===== src/rtl/saw_pkg.sv =====
package saw_pkg;

  // Event codes carried on the mode field
  localparam logic [1:0] MODE_SEND = 2'd0;
  localparam logic [1:0] MODE_PKT  = 2'd1;
  localparam logic [1:0] MODE_TICK = 2'd2;

  // Configuration register indexes
  localparam logic CFG_IDX_TIMEOUT = 1'b0;
  localparam logic CFG_IDX_DLV_LIM = 1'b1;

  localparam logic [15:0] TIMEOUT_RST   = 16'd300;
  localparam logic [10:0] DLV_LIMIT_RST = 11'd1024;
  localparam logic [15:0] TICKS_MAX     = 16'hFFFF;

  typedef enum logic [3:0] {
    ST_NONE      = 4'd0,
    ST_SENT      = 4'd1,
    ST_TO_RESEND = 4'd2,
    ST_BAD_RESEND = 4'd3,
    ST_ACKED     = 4'd4,
    ST_DELIVERED = 4'd5,
    ST_REACKED   = 4'd6,
    ST_OVERSIZE  = 4'd7,
    ST_BUSY      = 4'd8
  } status_t;

  typedef struct packed {
    logic [15:0] timeout_ticks;
    logic [10:0] deliver_limit;
  } saw_cfg_t;

  typedef struct packed {
    logic        send_bit;
    logic        recv_bit;
    logic        waiting;
    logic [15:0] elapsed_ticks;
    logic [10:0] held_size;
    logic [7:0]  held_tag;
  } saw_state_t;

  typedef struct packed {
    logic [1:0]  mode;
    logic [10:0] send_size;
    logic [7:0]  send_tag;
    logic        pkt_corrupt;
    logic        pkt_is_ack;
    logic        pkt_seq;
    logic [10:0] pkt_size;
    logic [7:0]  pkt_tag;
  } saw_evt_t;

  typedef struct packed {
    logic        tx_valid;
    logic        tx_is_ack;
    logic        tx_seq;
    logic [10:0] tx_size;
    logic [7:0]  tx_tag;
    logic        deliver_valid;
    logic [10:0] deliver_size;
    logic [7:0]  deliver_tag;
    status_t     status;
    logic        awaiting_ack;
  } saw_res_t;

endpackage


===== src/rtl/saw_step.sv =====
module saw_step #(
  parameter int unsigned MAX_PAYLOAD = 1024
) (
  input  saw_pkg::saw_cfg_t   cfg,
  input  saw_pkg::saw_state_t state,
  input  saw_pkg::saw_evt_t   evt,
  output saw_pkg::saw_state_t state_nxt,
  output saw_pkg::saw_res_t   res
);
  import saw_pkg::*;

  localparam logic [16:0] MAX_PL = 17'(MAX_PAYLOAD);

  logic        send_big;
  logic        pkt_big;
  logic        reply_bad;
  logic        data_bad;
  logic [15:0] ticks_inc;

  // Size checks and reply classification
  assign send_big  = {6'd0, evt.send_size} > MAX_PL;
  assign pkt_big   = (evt.pkt_size > cfg.deliver_limit) || ({6'd0, evt.pkt_size} > MAX_PL);
  assign reply_bad = evt.pkt_corrupt || !evt.pkt_is_ack || (evt.pkt_seq != state.send_bit);
  assign data_bad  = evt.pkt_corrupt || evt.pkt_is_ack || (evt.pkt_seq != state.recv_bit);
  // saturating tick count
  assign ticks_inc = (state.elapsed_ticks < TICKS_MAX) ? state.elapsed_ticks + 16'd1
                                                       : state.elapsed_ticks;

  // Sender and receiver rules for one event
  always_comb begin
    state_nxt = state;
    res       = '0;
    res.status = ST_NONE;
    case (evt.mode)
      MODE_SEND: begin
        if (state.waiting) begin
          res.status = ST_BUSY;
        end else if (send_big) begin
          res.status = ST_OVERSIZE;
        end else begin
          state_nxt.held_size     = evt.send_size;
          state_nxt.held_tag      = evt.send_tag;
          state_nxt.waiting       = 1'b1;
          state_nxt.elapsed_ticks = '0;
          res.tx_valid = 1'b1;
          res.tx_seq   = state.send_bit;
          res.tx_size  = evt.send_size;
          res.tx_tag   = evt.send_tag;
          res.status   = ST_SENT;
        end
      end
      MODE_PKT: begin
        if (state.waiting) begin
          if (reply_bad) begin
            // resend held data, timer keeps running
            res.tx_valid = 1'b1;
            res.tx_seq   = state.send_bit;
            res.tx_size  = state.held_size;
            res.tx_tag   = state.held_tag;
            res.status   = ST_BAD_RESEND;
          end else begin
            state_nxt.send_bit      = ~state.send_bit;
            state_nxt.waiting       = 1'b0;
            state_nxt.elapsed_ticks = '0;
            res.status = ST_ACKED;
          end
        end else begin
          if (data_bad) begin
            res.tx_valid  = 1'b1;
            res.tx_is_ack = 1'b1;
            res.tx_seq    = ~state.recv_bit;
            res.status    = ST_REACKED;
          end else if (pkt_big) begin
            res.status = ST_OVERSIZE;
          end else begin
            state_nxt.recv_bit = ~state.recv_bit;
            res.tx_valid      = 1'b1;
            res.tx_is_ack     = 1'b1;
            res.tx_seq        = state.recv_bit;
            res.deliver_valid = 1'b1;
            res.deliver_size  = evt.pkt_size;
            res.deliver_tag   = evt.pkt_tag;
            res.status        = ST_DELIVERED;
          end
        end
      end
      MODE_TICK: begin
        if (state.waiting) begin
          state_nxt.elapsed_ticks = ticks_inc;
          if (ticks_inc >= cfg.timeout_ticks) begin
            state_nxt.elapsed_ticks = '0;
            res.tx_valid = 1'b1;
            res.tx_seq   = state.send_bit;
            res.tx_size  = state.held_size;
            res.tx_tag   = state.held_tag;
            res.status   = ST_TO_RESEND;
          end
        end
      end
      default: begin
        res.status = ST_NONE;
      end
    endcase
    res.awaiting_ack = state_nxt.waiting;
  end

endmodule


===== src/rtl/stop_and_wait_endpoint_core.sv =====
// Pipeline: an accepted event is registered in evt_r and its result in res_r,
// which drives the result port. Throughput: one event per cycle unless
// out_ready stalls; the endpoint state updates in the same cycle the result
// register loads, so back-to-back events see fresh state.
// Reset (rst_n low, synchronous): sequence bits, waiting flag, tick counter
// and both pipeline valids clear; timeout_ticks = 300, deliver_limit = 1024.
module stop_and_wait_endpoint_core #(
  parameter int unsigned MAX_PAYLOAD = 1024
) (
  input  logic        clk,
  input  logic        rst_n,
  // configuration
  input  logic        cfg_we,
  input  logic        cfg_idx,
  input  logic [15:0] cfg_wdata,
  // event input
  input  logic        in_valid,
  output logic        in_ready,
  input  logic [1:0]  in_mode,
  input  logic [10:0] in_send_size,
  input  logic [7:0]  in_send_tag,
  input  logic        in_pkt_corrupt,
  input  logic        in_pkt_is_ack,
  input  logic        in_pkt_seq,
  input  logic [10:0] in_pkt_size,
  input  logic [7:0]  in_pkt_tag,
  // result output
  output logic        out_valid,
  input  logic        out_ready,
  output logic        out_tx_valid,
  output logic        out_tx_is_ack,
  output logic        out_tx_seq,
  output logic [10:0] out_tx_size,
  output logic [7:0]  out_tx_tag,
  output logic        out_deliver_valid,
  output logic [10:0] out_deliver_size,
  output logic [7:0]  out_deliver_tag,
  output logic [3:0]  out_status,
  output logic        out_awaiting_ack
);
  import saw_pkg::*;

  saw_cfg_t   cfg_r;
  saw_state_t state_r;
  saw_state_t state_nxt;
  saw_evt_t   evt_r;
  saw_res_t   res_r;
  saw_res_t   res_nxt;
  logic       in_vld_r;
  logic       out_vld_r;
  logic       step_go;

  // Input stage advances whenever the result register is free or draining
  assign step_go  = in_vld_r && (!out_vld_r || out_ready);
  assign in_ready = !in_vld_r || step_go;

  saw_step #(
    .MAX_PAYLOAD (MAX_PAYLOAD)
  ) u_step (
    .cfg       (cfg_r),
    .state     (state_r),
    .evt       (evt_r),
    .state_nxt (state_nxt),
    .res       (res_nxt)
  );

  // Control state, configuration and pipeline valids
  always_ff @(posedge clk) begin
    if (!rst_n) begin
      cfg_r.timeout_ticks <= TIMEOUT_RST;
      cfg_r.deliver_limit <= DLV_LIMIT_RST;
      state_r   <= '0;
      in_vld_r  <= 1'b0;
      out_vld_r <= 1'b0;
    end else begin
      if (cfg_we) begin
        unique case (cfg_idx)
          CFG_IDX_TIMEOUT: cfg_r.timeout_ticks <= cfg_wdata;
          CFG_IDX_DLV_LIM: cfg_r.deliver_limit <= cfg_wdata[10:0];
        endcase
      end
      if (in_ready) begin
        in_vld_r <= in_valid;
      end
      if (step_go) begin
        out_vld_r <= 1'b1;
        state_r   <= state_nxt;
      end else if (out_ready) begin
        out_vld_r <= 1'b0;
      end
    end
  end

  // Payload registers
  always_ff @(posedge clk) begin
    if (in_valid && in_ready) begin
      evt_r.mode        <= in_mode;
      evt_r.send_size   <= in_send_size;
      evt_r.send_tag    <= in_send_tag;
      evt_r.pkt_corrupt <= in_pkt_corrupt;
      evt_r.pkt_is_ack  <= in_pkt_is_ack;
      evt_r.pkt_seq     <= in_pkt_seq;
      evt_r.pkt_size    <= in_pkt_size;
      evt_r.pkt_tag     <= in_pkt_tag;
    end
    if (step_go) begin
      res_r <= res_nxt;
    end
  end

  assign out_valid         = out_vld_r;
  assign out_tx_valid      = res_r.tx_valid;
  assign out_tx_is_ack     = res_r.tx_is_ack;
  assign out_tx_seq        = res_r.tx_seq;
  assign out_tx_size       = res_r.tx_size;
  assign out_tx_tag        = res_r.tx_tag;
  assign out_deliver_valid = res_r.deliver_valid;
  assign out_deliver_size  = res_r.deliver_size;
  assign out_deliver_tag   = res_r.deliver_tag;
  assign out_status        = res_r.status;
  assign out_awaiting_ack  = res_r.awaiting_ack;

  // A delivery is always answered with an ACK in the same result
  a_dlv_acked: assert property (@(posedge clk) disable iff (!rst_n)
    out_valid && out_deliver_valid |-> out_tx_valid && out_tx_is_ack)
    else $error("delivery without ACK");

  // A fresh send leaves a data packet outstanding
  a_sent_waits: assert property (@(posedge clk) disable iff (!rst_n)
    out_valid && (out_status == ST_SENT) |-> out_awaiting_ack && out_tx_valid && !out_tx_is_ack)
    else $error("send did not start waiting");

  // A correct ACK ends the wait
  a_ack_clears: assert property (@(posedge clk) disable iff (!rst_n)
    out_valid && (out_status == ST_ACKED) |-> !out_awaiting_ack && !out_tx_valid)
    else $error("ACK left block waiting");

  // A busy refusal transmits nothing and only happens while waiting
  a_busy_quiet: assert property (@(posedge clk) disable iff (!rst_n)
    out_valid && (out_status == ST_BUSY) |-> out_awaiting_ack && !out_tx_valid)
    else $error("busy refusal transmitted");

endmodule


===== config.mk =====
export PLATFORM = sky130hd
export DESIGN_NAME = stop_and_wait_endpoint_core
export DESIGN_NICKNAME = d
export VERILOG_FILES = /design/src/rtl/saw_pkg.sv /design/src/rtl/saw_step.sv /design/src/rtl/stop_and_wait_endpoint_core.sv
export SDC_FILE = /design/constraint.sdc
export NUM_CORES = 1
export LEC_CHECK = 0
export BUFFER_PORTS_ARGS = -buffer_cell sky130_fd_sc_hd__buf_2
export CAP_MARGIN = 5
export CORE_ASPECT_RATIO = 0.7
export CORE_MARGIN = 10
export CORE_UTILIZATION = 50
export DETAILED_ROUTE_END_ITERATION = 12
export PLACE_DENSITY = 0.76
export RECOVER_POWER = 25
export SLEW_MARGIN = 20
export SYNTH_ARGS = -nofsm -noshare
export SYNTH_HDL_FRONTEND = slang
export SYNTH_SLANG_ARGS = --single-unit

===== constraint.sdc =====
create_clock -name clk -period 4.7 [get_ports clk]
set_input_delay 0.47 -clock clk [delete_from_list [all_inputs] [get_ports clk]]
set_output_delay 0.47 -clock clk [all_outputs]
set_load 0.03 [all_outputs]

==> flow_summary_export.csv, run 1 <==
group,metric,value,unit
final_layout,post_route_cells_drive_above_1_share,0.220,
floorplan,start_util,0.515,
worst_setup_path,critPathArrivalTime,4.28,ns
timing,drv_slew,62,
final_layout,total_nets_final,869,
pwr,power_density,379,nW/um^2
timing,fin_crit_sh,0.872,
final_layout,synthToLayoutAreaGrowth,18.1,%
final_layout,combined_area_of_the_multi_input_logic_cells,2920,um^2
run,timing.max_cap.violations,1,
detailed_routing,ant_nets_after_route,0,
synthesis,synth-main-ff-cell,"edfxtp_1",
timing,finalCriticalPeriod,4.10,ns
pwr,cellLeakagePower,3.34,nW
cts,clock_tree.htree_level_count,4,
timing,worst_slew_pin_slew,2.43,ns
synthesis,post_synth.cell_area_avg,10.9,um^2
global_route,global_route.usage.total,0.181,
detailed_routing,vias,5361,
timing,timing.max_slew.rel_slack,-0.617,
detailed_routing,detail_route.first_pass.iterations,5,
floorplan,core,14100,um^2
timing,setup_total_negative_slack,0,ns
floorplan,top_level_ports,114,
synthesis,synth.cell_area,7240,um^2
synthesis,netlist_instances,663,
status,outcome,"finished, violations left",
cts,cts_tree,"yes",
final_layout,fillCellCount,1149,
place,place_congestion,0.868,
detailed_routing,route.detailed.wl_per_inst,18.3,um
global_route,grt_antenna_before_repair,1,
synthesis,yosysSeqAreaShare,0.559,
synthesis,number_of_synthesized_flops_with_an_enable_pin,90,
cts,cts.repair.resized,0,
global_route,globalRoute.totalOverflow,0,
final_layout,layout_commonest_cell,"nand2_1",
final_layout,final-seq-area,4040,um^2
floorplan,chip_height,121,um
detailed_routing,drt_iter0_drc,522,
synthesis,yosysWarnings,0,
place,dpl.hpwl,12.9,mm
synthesis,synthDistinctLibCells,70,
timing,fin_worst_skew,0.0177,ns
synthesis,postSynthRegisterBits,157,
synthesis,syn-num-nets,760,
cts,insertion_delay_of_the_later_clocked_pin_in_the_worst_skew_pair,0.44,ns
timing,hold_violations,0,
final_layout,layout_common_cells,"119 x nand2_1, 111 x buf_2, 90 x edfxtp_1, 67 x dfxtp_1, 39 x a21boi_0",
floorplan,die_area,19800,um^2
timing,final_number_of_setup_violating_endpoints,0,
pwr,peakVddDrop,0.223,mV
final_layout,antennaDiodeCount,0,
cts,ctsHoldBuffers,0,
worst_setup_path,crit_type,"register to register",
timing,achievable-frequency,244,MHz
pwr,power.total,3.24,mW
worst_setup_path,critPathMaxFanout,20,
place,buffer_ports.inserted,113,
floorplan,rows,36,
global_route,grt_first_pass_wirelength,28.2,mm
status,violations,"max-capacitance violations, max-slew violations",
cts,cts_post_setup_buffers_inserted,0,
cts,worst_setup_hold_path_clk_slew,0.06,ns
timing,rsz0062_at_grt,"false",
worst_setup_path,critical_path.startpoint_type,"register",
worst_setup_path,cp_data_required_time,4.88,ns
cts,cts-root-to-sink-buffers,2,
cts,cts_made_buffers,17,
floorplan,die_w,164,um
cts,clock_sinks,157,
global_route,grt_start_max_net_pins,62,
synthesis,async_reset_ff_frac,0,
detailed_routing,remaining_drc_errors,0,
worst_setup_path,cp-end-kind,"register",
worst_hold_path,worstHoldPathType,"input port to register",
global_route,grt_pass1_vias,5270,
cts,ctsRootBufferMaster,"clkbuf_16",
detailed_routing,detail_route.vias_per_cell,5.50,
detailed_routing,detail_route.wirelength,17.8,mm
-- per-stage QoR --
step                 util  instance area [um^2]  hold slack, ns  std cells  setup slack (ns)
global route        0.608                  8550           0.195        975             0.357
CTS                 0.608                  8550           0.199        975             0.611
detailed placement  0.565                  7940           0.451        943             0.671
global placement    0.565                  7940           0.441        943             0.758
finish              0.608                  8550           0.205        975             0.603
floorplan               -                  7240           0.434        663              1.21
-- registers in the layout, indices dropped and copies added (netlist names) --
register / count
cfg_r: 27
evt_r: 43
in_vld_r: 1
out_awaiting_ack: 1
out_deliver_size: 11
out_deliver_tag: 8
out_deliver_valid: 1
out_status: 4
out_tx_is_ack: 1
out_tx_seq: 1
out_tx_size: 11
out_tx_tag: 8
out_tx_valid: 1
out_valid: 1
state_r: 38
-- synth_stat cells, types with 4 or more instances --
master	n	share of area
nand4_1	11	0.0095
nand3_1	13	0.0090
inv_1	36	0.019
a22o_1	22	0.027
a31oi_1	6	0.0052
o21ai_0	17	0.012
nand2_1	119	0.062
a21o_1	8	0.0083
xnor2_1	8	0.0097
nor3_1	8	0.0055
o211ai_1	8	0.0083
a211oi_1	6	0.0062
nor4_1	4	0.0035
nor2_1	24	0.012
buf_2	7	0.0048
o21a_1	5	0.0052
a21boi_0	39	0.040
a21oi_1	15	0.010
nand2b_1	7	0.0060
a21boi_1	4	0.0041
dfxtp_1	67	0.19
edfxtp_1	90	0.37
clkbuf_1	13	0.0067
and2_1	30	0.026
ha_1	32	0.055
-- worst max-delay path: stages, from the launching register on --
cell and delay [ns]:
dfxtp_1 0.46, ha_1 0.33, nand4_1 0.22, or4_1 0.70
nand4_1 0.25, xnor2_1 0.16, ha_1 0.27, a211oi_1 0.31
o2111a_1 0.31, or2_1 0.20, a41oi_2 0.13, buf_4 0.24
a22o_1 0.27
-- cell families (layout without fill, tap and decap cells) --
kind of cell,count (synthesis),after routing,share of synthesized area
AOI/OAI and AO/OA,150,150,0.156
xor gates and xnor gates,11,11,0.0133
adders and majority gates,32,32,0.0553
buffers and inverters,64,186,0.0384
DFF,157,157,0.559
muxes,6,6,0.00950
and+or+nand+nor,243,243,0.169
-- metal layers --
metal | vias up | GRT usage | part of all wire
li1 | 2600 | - | -
met1 | 2541 | 0.244 | 0.47
met2 | 195 | 0.270 | 0.44
met3 | 23 | 0.0586 | 0.080
met4 | 2 | 0.0579 | 0.013
met5 | - | 0 | 0.00095
-- cell type report --
type	instances	area share
Clock buffer	20	0.0534
Clock inverter	12	0.0184
Inverter	37	0.0162
Multi-Input combinational cell	442	0.342
Sequential cell	157	0.473
Tap cell	190	0.0278
Timing Repair Buffer	117	0.0694
-- report_power, final --
part / internal [mW] / total (mW) / switching [mW]
combinational: 0.0862 / 0.249 / 0.163
clock: 0.868 / 1.44 / 0.572
sequential: 1.52 / 1.55 / 0.0308
-- final timing paths --
| check | from | end | slack [ns] | depth (start not counted) |
|---|---|---|---|---|
| worst max-delay path | state_r[19] | out_tx_tag[4] | 0.60 | 12 |
| worst min-delay path | in_send_size[5] | evt_r[35] | 0.20 | 1 |
| worst max register to register | state_r[19] | out_tx_tag[4] | 0.60 | 12 |
| worst min register to register | state_r[9] | state_r[9] | 0.46 | 2 |
Note: power is estimated with default switching activity, not from simulation.
==> inputs of run 2 (changes only) <==
Settings changed: ABC_CLOCK_PERIOD_IN_PS set to 4700, MAX_ROUTING_LAYER set to met4.
==> run 2 against run 1 <==
Against the previous run:
- the run still ends with max-capacitance violations, max-slew violations left
- largest power group unchanged
- largest cell class unchanged
- critical path type unchanged
- final cell count did not move
- via count increased by 0.63%
- register-to-register slack improved by 0.04 ns
- fmax rose by 0.94%
- total power is essentially flat
==> flow_summary_export.csv, run 2 (synthesis gave the netlist of run 1 again) <==
group,metric,value,unit
cts,worst_setup_hold_path_clk_slew,0.06,ns
timing,drv_slew,62,
final_layout,antennaDiodeCount,0,
worst_setup_path,critical_path.slowest_cell,"or4_1",
worst_setup_path,ff2ff_path_depth,12,
cts,insertion_delay_of_the_later_clocked_pin_in_the_worst_skew_pair,0.42,ns
detailed_routing,detail_route.vias_per_cell,5.53,
place,place_congestion,0.854,
worst_setup_path,cp_cell_sequence,"ha_1 > nand4_1 > or4_1 > xnor2_1 > ha_1 > nand2b_1 > a21oi_1 > o2111a_1 > or2_1 > a41oi_2 > buf_4 > a22o_1",
final_layout,postLayoutCellArea,8560,um^2
cts,cts_made_buffers,17,
final_layout,post_route_cells_drive_above_1_share,0.222,
floorplan,top_level_ports,114,
worst_setup_path,cp-end-kind,"register",
status,outcome,"finished, violations left",
pwr,switching_share,0.239,
place,buffer_ports.inserted,113,
global_route,grt_antenna_before_repair,0,
pwr,clockPowerShare,0.445,
floorplan,die_area,19800,um^2
timing,worst_slew_pin_slew,2.35,ns
pwr,cellLeakagePower,3.35,nW
detailed_routing,vias,5395,
timing,finalCriticalPeriod,4.06,ns
worst_setup_path,timing.critical_path.slowest_cell_delay,0.70,ns
final_layout,layout_commonest_cell,"nand2_1",
global_route,grt_pass1_vias,5323,
global_route,grt_first_pass_wirelength,27.9,mm
pwr,peakVddDrop,0.235,mV
status,violations,"max-capacitance violations, max-slew violations",
final_layout,top_register,"evt_r",
global_route,globalRoute.totalOverflow,0,
global_route,global_route.usage.total,0.182,
final_layout,max_reg_flops,43,
timing,achievable-frequency,246,MHz
cts,ctsHoldBuffers,0,
timing,rsz0062_at_grt,"false",
worst_setup_path,crit_type,"register to register",
floorplan,die_w,164,um
final_layout,total_nets_final,869,
worst_hold_path,worstHoldPathCells,1,
worst_hold_path,worstHoldPathType,"input port to register",
timing,fin_worst_skew,0.00688,ns
pwr,switchingPower,0.772,mW
worst_setup_path,critPathMaxFanout,20,
worst_setup_path,cp_data_required_time,4.86,ns
worst_setup_path,critPathArrivalTime,4.22,ns
detailed_routing,remaining_drc_errors,0,
timing,fin_hold_ws,0.221,ns
cts,cts-root-to-sink-buffers,2,
floorplan,chip_height,121,um
place,place.detailed.instances,943,
cts,cts_post_setup_buffers_inserted,0,
cts,cts_tree,"yes",
worst_setup_path,worst_path_most_repeated_cell,"ha_1",
pwr,pwr-share-seq,0.478,
detailed_routing,detail_route.wirelength,17.5,mm
timing,hold_violations,0,
place,dpl.hpwl,12.9,mm
pwr,internal_power,2.46,mW
cts,ctsRootBufferMaster,"clkbuf_16",
pwr,power.total,3.24,mW
detailed_routing,detail_route.first_pass.iterations,7,
pwr,power_density,378,nW/um^2
final_layout,largestRegisters,"evt_r x43, state_r x38, cfg_r x27",
run,timing.max_cap.violations,1,
pwr,comb_power_frac,0.078,
timing,final_number_of_setup_violating_endpoints,0,
floorplan,start_util,0.515,
detailed_routing,ant_nets_after_route,0,
floorplan,rows,36,
cts,cts.repair.resized,0,
timing,fin_crit_sh,0.864,
final_layout,synthToLayoutAreaGrowth,18.2,%
floorplan,core,14100,um^2
global_route,grt_start_max_net_pins,62,
place,dpl-instance-area,7940,um^2
detailed_routing,drt_iter0_drc,351,
final_layout,layout_common_cells,"119 x nand2_1, 111 x buf_2, 90 x edfxtp_1, 67 x dfxtp_1, 39 x a21boi_0",
timing,setup_total_negative_slack,0,ns
worst_setup_path,critical_path.startpoint_type,"register",
final_layout,stdcell_count,975,
cts,clock_tree.htree_level_count,4,
timing,timing.max_slew.rel_slack,-0.565,
cts,clock_sinks,157,
detailed_routing,route.detailed.wl_per_inst,18.0,um
run 2: cell types whose count changed in the layout (fill, tap and decap cells not counted):
cell and change:
clkinv_4 +3, inv_6 -2, inv_8 +2, clkbuf_1 -1, clkbuf_8 -1, clkinv_2 -1
run 2: layout make-up:
cell class / count / area (um^2)
fill: 1179 / 5500
sequential: 157 / 4040
multi-input combinational: 442 / 2920
timing repair buffer: 117 / 593
clock buffer: 18 / 439
tap: 190 / 238
clock inverter: 14 / 184
inverter: 37 / 139
run 2: power groups by stage:
stage	sequential, mW	combinational [mW]	clock, mW
4_1_cts	1.55	0.251	1.46
6_report	1.55	0.251	1.44
5_1_grt	1.55	0.276	1.51
3_3_place_gp	1.57	0.242	0
3_5_place_dp	1.57	0.250	0
2_1_floorplan	1.61	0.117	0
run 2: path summary, 6_finish.rpt:
| check | start | endpoint | slack [ns] |
|---|---|---|---|
| worst max-delay path | state_r[19] | out_tx_size[8] | 0.64 |
| worst min-delay path | in_send_tag[6] | evt_r[28] | 0.22 |
| worst max register to register | state_r[19] | out_tx_size[8] | 0.64 |
| worst min register to register | state_r[17] | state_r[17] | 0.46 |
run 2: layer usage:
layer / share of wire / wire (um) / global-route usage
met1: 0.48 / 8350 / 0.245
met2: 0.45 / 7850 / 0.265
met3: 0.064 / 1130 / 0.0454
met4: 0.012 / 208 / 0.0546
met5: 0 / 0 / -
run 2: critical path, delay by kind of cell, from the launching register on:
family	cells	cell delay, ns
flip-flops	1	0.45
buffers and inverters	1	0.24
XOR/XNOR	1	0.40
AO/OA/AOI/OAI	4	0.84
AND/OR/NAND/NOR	4	1.24
adder cells (fa/ha/maj)	2	0.62
run 2: stage by stage:
step	worst slack, ns	util
global route	0.365	0.609
floorplan	1.21	-
global placement	0.785	0.565
finish	0.641	0.609
detailed placement	0.712	0.565
CTS	0.695	0.609
